[src/hdl/fdi_pkg.sv]
// Shared constants, types and a helper function of the interpolated feedback delay.
`timescale 1ns / 1ps
`default_nettype none

package fdi_pkg;

    // Geometry of the delay memory. DEPTH must be a power of two.
    localparam int DEPTH     = 131072;
    localparam int CHANNELS  = 2;
    localparam int AW        = $clog2(DEPTH);

    // Sample and fixed-point formats.
    localparam int SW        = 24;
    localparam int SPAN_W    = SW + 1;
    localparam int EXT_W     = SW + 2;
    localparam int FRAC_W    = 24;
    localparam int SD_W      = AW + FRAC_W;
    localparam int D_W       = SD_W + 1;
    localparam int LO_W      = 21;
    localparam int MUL_W     = 26;
    localparam int P_W       = 2 * MUL_W;
    localparam int ACC_W     = (AW + 42 > P_W) ? AW + 42 : P_W + 1;
    localparam int Q15_SHIFT = 15;

    // Register and stream field widths.
    localparam int TGT_W     = 33;
    localparam int FB_W      = 15;
    localparam int MIX_W     = 16;
    localparam int NCH_W     = 2;
    localparam int CMP_W     = (AW + 16 > TGT_W) ? AW + 16 : TGT_W;
    localparam int CFG_IDX_W = 2;
    localparam int CFG_DAT_W = TGT_W;
    localparam int TDATA_W   = 2 * SW;

    // Arithmetic constants.
    localparam int SLEW_Q24  = 25166;
    localparam int HALF24    = 1 << 23;
    localparam int HALF15    = 1 << 14;
    localparam int FB_MAX    = 31129;
    localparam int MIX_MAX   = 32768;
    localparam int SMAX      = 8388607;
    localparam int SMIN      = -8388608;

    // Reset values.
    localparam logic [TGT_W-1:0] TGT_RST = TGT_W'(1258291200);
    localparam logic [FB_W-1:0]  FB_RST  = FB_W'(11469);
    localparam logic [MIX_W-1:0] MIX_RST = MIX_W'(11469);
    localparam logic [NCH_W-1:0] NCH_RST = NCH_W'(2);
    localparam int SD_RST_INT = (DEPTH - 1 < 19200) ? DEPTH - 1 : 19200;
    localparam logic [SD_W-1:0]  SD_RST  = {AW'(SD_RST_INT), FRAC_W'(0)};

    typedef enum logic [CFG_IDX_W-1:0] {
        CFG_DELAY_TARGET,
        CFG_FEEDBACK_GAIN,
        CFG_MIX_GAIN,
        CFG_ACTIVE_CHANNELS
    } t_cfg_idx;

    typedef struct packed {
        logic [TGT_W-1:0] delay_target;
        logic [FB_W-1:0]  feedback_gain;
        logic [MIX_W-1:0] mix_gain;
        logic [NCH_W-1:0] active_channels;
    } t_cfg;

    typedef enum logic [4:0] {
        OP_NOP,
        OP_CLR,
        OP_LOAD,
        OP_PREP,
        OP_SLEW_LO,
        OP_SLEW_HI,
        OP_SLEW_SUM,
        OP_SLEW_UPD,
        OP_POS,
        OP_RD_A,
        OP_RD_B,
        OP_DIFF,
        OP_INT_MUL,
        OP_INT_ADD,
        OP_DRY_MUL,
        OP_WET_MUL,
        OP_FB_MUL,
        OP_WRITE,
        OP_OUT
    } t_op;

    typedef enum logic [4:0] {
        ST_CLEAR,
        ST_IDLE,
        ST_PREP,
        ST_SLEW_LO,
        ST_SLEW_HI,
        ST_SLEW_SUM,
        ST_SLEW_UPD,
        ST_POS,
        ST_RD_A,
        ST_RD_B,
        ST_DIFF,
        ST_INT_MUL,
        ST_INT_ADD,
        ST_DRY_MUL,
        ST_WET_MUL,
        ST_FB_MUL,
        ST_WRITE,
        ST_OUT
    } t_state;

    typedef struct packed {
        t_op  op;
        logic ch;
    } t_cmd;

    typedef struct packed {
        logic wp_last;
        logic two_ch;
        logic out_free;
    } t_stat;

    // Saturate a wide signed value to one sample.
    function automatic logic signed [SW-1:0] sat_sample(input logic signed [ACC_W-1:0] v);
        logic signed [SW-1:0] r;
        if (v > ACC_W'(SMAX)) begin
            r = SW'(SMAX);
        end else if (v < ACC_W'(SMIN)) begin
            r = SW'(SMIN);
        end else begin
            r = v[SW-1:0];
        end
        return r;
    endfunction

endpackage

`default_nettype wire

[src/hdl/fdi_ctrl.sv]
// Sequencer that steps the delay datapath through one frame.
`timescale 1ns / 1ps
`default_nettype none

module fdi_ctrl (
    input  wire logic           i_clk,
    input  wire logic           i_rst_n,
    input  wire logic           i_in_valid,
    output logic                o_in_ready,
    output fdi_pkg::t_cmd       o_cmd,
    input  wire fdi_pkg::t_stat i_stat
);
    import fdi_pkg::*;

    t_state r_state;
    t_state n_state;
    logic   r_ch;
    logic   n_ch;

    always_ff @(posedge i_clk) begin
        if (!i_rst_n) begin
            r_state <= ST_CLEAR;
            r_ch    <= 1'b0;
        end else begin
            r_state <= n_state;
            r_ch    <= n_ch;
        end
    end

    always_comb begin
        n_state    = r_state;
        n_ch       = r_ch;
        o_cmd.op   = OP_NOP;
        o_cmd.ch   = r_ch;
        o_in_ready = 1'b0;
        unique case (r_state)
            ST_CLEAR: begin
                o_cmd.op = OP_CLR;
                if (i_stat.wp_last) begin
                    n_state = ST_IDLE;
                end
            end
            ST_IDLE: begin
                o_in_ready = 1'b1;
                if (i_in_valid) begin
                    o_cmd.op = OP_LOAD;
                    n_ch     = 1'b0;
                    n_state  = ST_PREP;
                end
            end
            ST_PREP: begin
                o_cmd.op = OP_PREP;
                n_state  = ST_SLEW_LO;
            end
            ST_SLEW_LO: begin
                o_cmd.op = OP_SLEW_LO;
                n_state  = ST_SLEW_HI;
            end
            ST_SLEW_HI: begin
                o_cmd.op = OP_SLEW_HI;
                n_state  = ST_SLEW_SUM;
            end
            ST_SLEW_SUM: begin
                o_cmd.op = OP_SLEW_SUM;
                n_state  = ST_SLEW_UPD;
            end
            ST_SLEW_UPD: begin
                o_cmd.op = OP_SLEW_UPD;
                n_state  = ST_POS;
            end
            ST_POS: begin
                o_cmd.op = OP_POS;
                n_state  = ST_RD_A;
            end
            ST_RD_A: begin
                o_cmd.op = OP_RD_A;
                n_state  = ST_RD_B;
            end
            ST_RD_B: begin
                o_cmd.op = OP_RD_B;
                n_state  = ST_DIFF;
            end
            ST_DIFF: begin
                o_cmd.op = OP_DIFF;
                n_state  = ST_INT_MUL;
            end
            ST_INT_MUL: begin
                o_cmd.op = OP_INT_MUL;
                n_state  = ST_INT_ADD;
            end
            ST_INT_ADD: begin
                o_cmd.op = OP_INT_ADD;
                n_state  = ST_DRY_MUL;
            end
            ST_DRY_MUL: begin
                o_cmd.op = OP_DRY_MUL;
                n_state  = ST_WET_MUL;
            end
            ST_WET_MUL: begin
                o_cmd.op = OP_WET_MUL;
                n_state  = ST_FB_MUL;
            end
            ST_FB_MUL: begin
                o_cmd.op = OP_FB_MUL;
                n_state  = ST_WRITE;
            end
            ST_WRITE: begin
                o_cmd.op = OP_WRITE;
                if (!r_ch && i_stat.two_ch) begin
                    n_ch    = 1'b1;
                    n_state = ST_RD_A;
                end else begin
                    n_state = ST_OUT;
                end
            end
            ST_OUT: begin
                // Hold the finished frame until the output register is free.
                if (i_stat.out_free) begin
                    o_cmd.op = OP_OUT;
                    n_state  = ST_IDLE;
                end
            end
            default: begin
                n_state = ST_CLEAR;
            end
        endcase
    end

endmodule

`default_nettype wire

[config.mk]
export PLATFORM = sky130hd
export DESIGN_NAME = fdi_ctrl
export DESIGN_NICKNAME = d
export VERILOG_FILES = /design/src/hdl/fdi_pkg.sv /design/src/hdl/fdi_ctrl.sv
export SDC_FILE = /design/constraint.sdc
export NUM_CORES = 1
export LEC_CHECK = 0
export BUFFER_PORTS_ARGS = -buffer_cell sky130_fd_sc_hd__buf_4
export CORE_AREA = 2 2 39 41
export CTS_CLUSTER_DIAMETER = 150
export CTS_CLUSTER_SIZE = 25
export DETAILED_ROUTE_END_ITERATION = 6
export DIE_AREA = 0 0 41 43
export GPL_TIMING_DRIVEN = 0
export HOLD_SLACK_MARGIN = 0.1
export PLACE_DENSITY = 0.63
export REMOVE_ABC_BUFFERS = 1
export SETUP_SLACK_MARGIN = 0.05
export SLEW_MARGIN = 10
export SYNTH_ARGS = -nofsm -noshare
export SYNTH_HDL_FRONTEND = slang
export SYNTH_SLANG_ARGS = --single-unit
[constraint.sdc]
create_clock -name i_clk -period 2.6 [get_ports i_clk]
set_input_delay 0.39 -clock i_clk [delete_from_list [all_inputs] [get_ports i_clk]]
set_output_delay 0.39 -clock i_clk [all_outputs]
set_load 0.05 [all_outputs]
Yosys cells after proc, flatten, opt, wreduce, memory -nomap -nowiden --
Index checks and enable logic that the tools add are counted.
Word-level totals: flip-flop bits (word level) 6, output and inout bits 7, logic and storage cells 41
Operators by class: eq/ne operators 21, mux-type cells 12, reductions and logical operators 6
Operators by type and width (count):
- $pmux 5 s18 | 2
- $eq 5x4->1 const B | 8
- $mux 5 | 5
- $eq 5x3->1 const B | 4
- $eq 5x2->1 const B | 2
- $eq 5x5->1 const B | 2
- $ne 2x2->1 const B | 4
- $reduce_and 3->1 | 2
- $eq 5x1->1 const B | 1
- $logic_not 5->1 | 1
- $mux 1 | 3
- $mux 2 | 1
- $pmux 1 s2 | 1
- $reduce_bool 2->1 | 1
- $logic_and 1x1->1 | 1
- $logic_not 1->1 | 1

Longest topological paths before layout --
depth in word-level cells 4, gate-level depth with buffers 4, gate-level depth less buffers 3

Worst setup path after synthesis --
Ideal clock, no wire load.
path type reg2out, from register r_state[0], to output port o_cmd[5] (netlist bit), arrival 1730 ps, data required time 2210 ps, path slack 480 ps, cell stages (with the launch flop) 4, cells stage by stage dfxtp_1 -> buf_6 -> nand4_1 -> o21ai_0
RTL lines:
- start, declared | RTL line fdi_ctrl.sv:15 | t_state r_state;
- start signal, assigned | RTL line fdi_ctrl.sv:25 | r_state <= n_state;
- end, declared | RTL line fdi_ctrl.sv:10 | output fdi_pkg::t_cmd o_cmd,

==> flow_metrics.tcl <==
set metrics [dict create \
    seq_power_share 0.328 \
    overflow 0 \
    p_per_area_mw_per_mm2 669 \
    ys.flop_type "dfxtp_1" \
    drtIter0Drc 9 \
    fill_cells 149 \
    arrival_ns 1.65 \
    cts_root_buffer "clkbuf_4" \
    power.internal_mw 0.219 \
    rows 14 \
    ff_latch_area_um2 120 \
    mappedNetlistArea_um2 457 \
    drt_wl_total_um 958 \
    place_hpwl_um 704 \
    finalSetupTns_ns 0 \
    synth.distinct_cells 32 \
    core_mm2 0.00138 \
    cap_violations 0 \
    clk_pin_slew_ns 0.05 \
    hold_class "in -> reg" \
    ioPinCount 13 \
    die_h_um 43 \
    clock-sinks 6 \
    drt_first_pass_iters 3 \
    cts_made_buffers 3 \
    port_buffers 12 \
    async_reset_ff_frac 0 \
    hold_violations 0 \
    clkLatencyLatePin_ns 0.24 \
    cts_tree "done" \
    peakVddDrop_mv 0.211 \
    synth_top_family_by_area "simple AND/OR/NAND/NOR gates" \
    clkPwrFrac 0.236 \
    synth_edf_count 0 \
    synth_xor_area_frac 0.0192 \
    worstPathRequired_ns 2.21 \
    max_freq_ghz 0.491 \
    die_area_mm2 0.00176 \
    cts-htree-levels 1 \
    fin_nets 74 \
    clock_path_buffers 2 \
    vias 435 \
    final.min_clock_period_ns 2.04 \
    post-place-ws_ns 0.819 \
    final_common_cell "buf_4" \
    skew_ns 0.000819 \
    grt_pass1_wl_mm 1.48 \
    grt_util_all_layers 0.122 \
    ant_nets 0 \
    path_max_fanout 15 \
    remaining_drc_errors 0 \
    postCtsHoldBufs 0 \
    grt_max_degree 16 \
    final_layout_size_suffix_gt1_frac 0.318 \
    grt_pass1_vias 354 \
    synth-compound-area-share 0.255 \
    ys_seq_area_frac 0.263 \
    tightest_slew_ns 0.438 \
    antenna_found_initial 0 \
    relSlewSlack 0.706 \
    multi_input_area_um2 303 \
    p_switching_mw 0.157 \
    synth.mux.area_fraction 0.0438 \
    crit_type "reg -> out" \
    layoutNonFillerInstCount 82 \
    rsz0062_at_grt "false" \
    die_x_um 41 \
    slew_violations 0 \
    r2r_slack_ns 1.25 \
    antenna-diode-count 0 \
    status "finished clean" \
    start_kind "flip-flop" \
    worst_slack_ns 0.564 \
    mostFrequentLayoutCells "buf_4 (12), nor2_1 (6), dfxtp_1 (6)" \
    p_comb_frac 0.436 \
    syn_area_per_cell_um2 8.46 \
    place_inst 79 \
    gp_congestion 0.715 \
    area_growth_pct 23.3 \
    cts_resized 0 \
    initial_core_util 0.330 \
    wl_per_cell_um 11.7 \
    synthCells 54 \
    fin_crit_sh 0.783 \
    yosysWarnings 0 \
    synth-simple-area-share 0.345 \
    synthAdderAreaFrac 0 \
    cp-end-kind "output pin" \
    utilization 0.407 \
    cts_setup_buffers 0 \
    p_leak_nw 0.232 \
    p_sw_frac 0.418 \
    setup_viol 0 \
    synth-seq-cells 6 \
    viasPerCell 5.30 \
]
[cell families after synthesis]
kind of cell	Yosys count
xor gates and xnor gates	1
buffers and inverters	5
AOI/OAI and AO/OA	16
and+or+nand+nor	24
muxes	2
DFF	6
[flip-flops by register name, summed over array words and instances (netlist names)]
register  flops
r_ch          1
r_state       5
[through the flow]
stage / power (mW) / cell area (µm²) / hold slack, ns
after CTS: 0.380 / 563 / 0.418
after detailed placement: 0.291 / 541 / 0.503
after floorplan: 0.244 / 430 / 0.512
after global placement: 0.289 / 541 / 0.499
after global routing: 0.400 / 563 / 0.443
final: 0.377 / 563 / 0.418
[metal layers]
layer | global-route usage | vias to the layer above | routed length, µm
met5 | 0 | - | 0
met4 | 0.0600 | 0 | 12
met3 | 0.0157 | 2 | 36
met2 | 0.178 | 10 | 463
met1 | 0.168 | 199 | 446
li1 | - | 224 | -
[path summary, 6_finish.rpt]
path	start	end	depth (start not counted)
hold reg to reg	r_ch$_SDFFE_PN0P_	r_ch$_SDFFE_PN0P_	2
setup reg to reg	r_state[0]$_SDFFE_PN0P_	r_ch$_SDFFE_PN0P_	3
hold / removal	i_rst_n	r_state[2]$_SDFFE_PN0P_	2
setup / recovery	r_state[0]$_SDFFE_PN0P_	o_cmd[2]	4
[worst max-delay path, cell delays in order, from the launching register on]
cell and delay [ns]:
dfxtp_1 0.58, nor4b_4 0.35, a21oi_1 0.12, a21oi_1 0.13, buf_4 0.21
[synthesized netlist by cell type (2+ instances only)]
| cell | n | area share |
|---|---|---|
| nor2b_1 | 2 | 0.027 |
| dfxtp_1 | 6 | 0.26 |
| nor2_1 | 6 | 0.049 |
| nand4_1 | 2 | 0.027 |
| o21ai_0 | 3 | 0.033 |
| nand2_1 | 2 | 0.016 |
| mux2i_1 | 2 | 0.044 |
| and2_1 | 2 | 0.027 |
| inv_1 | 2 | 0.016 |
| buf_4 | 2 | 0.033 |
| a21oi_1 | 4 | 0.044 |
[power by group through the flow]
| stage | Combinational, mW | Sequential (mW) | Clock, mW |
|---|---|---|---|
| floorplan | 0.125 | 0.119 | 0 |
| global placement | 0.164 | 0.125 | 0 |
| detailed placement | 0.165 | 0.126 | 0 |
| CTS | 0.165 | 0.124 | 0.0906 |
| global route | 0.177 | 0.127 | 0.0960 |
| finish | 0.164 | 0.124 | 0.0890 |
[area by class of cell]
type,instances,area share
Clock buffer,3,0.0400
Timing Repair Buffer,12,0.160
Multi-Input combinational cell,43,0.538
Tap cell,16,0.0356
Inverter,2,0.0133
Sequential cell,6,0.213
No activity file was read; power rests on OpenSTA's default activity.
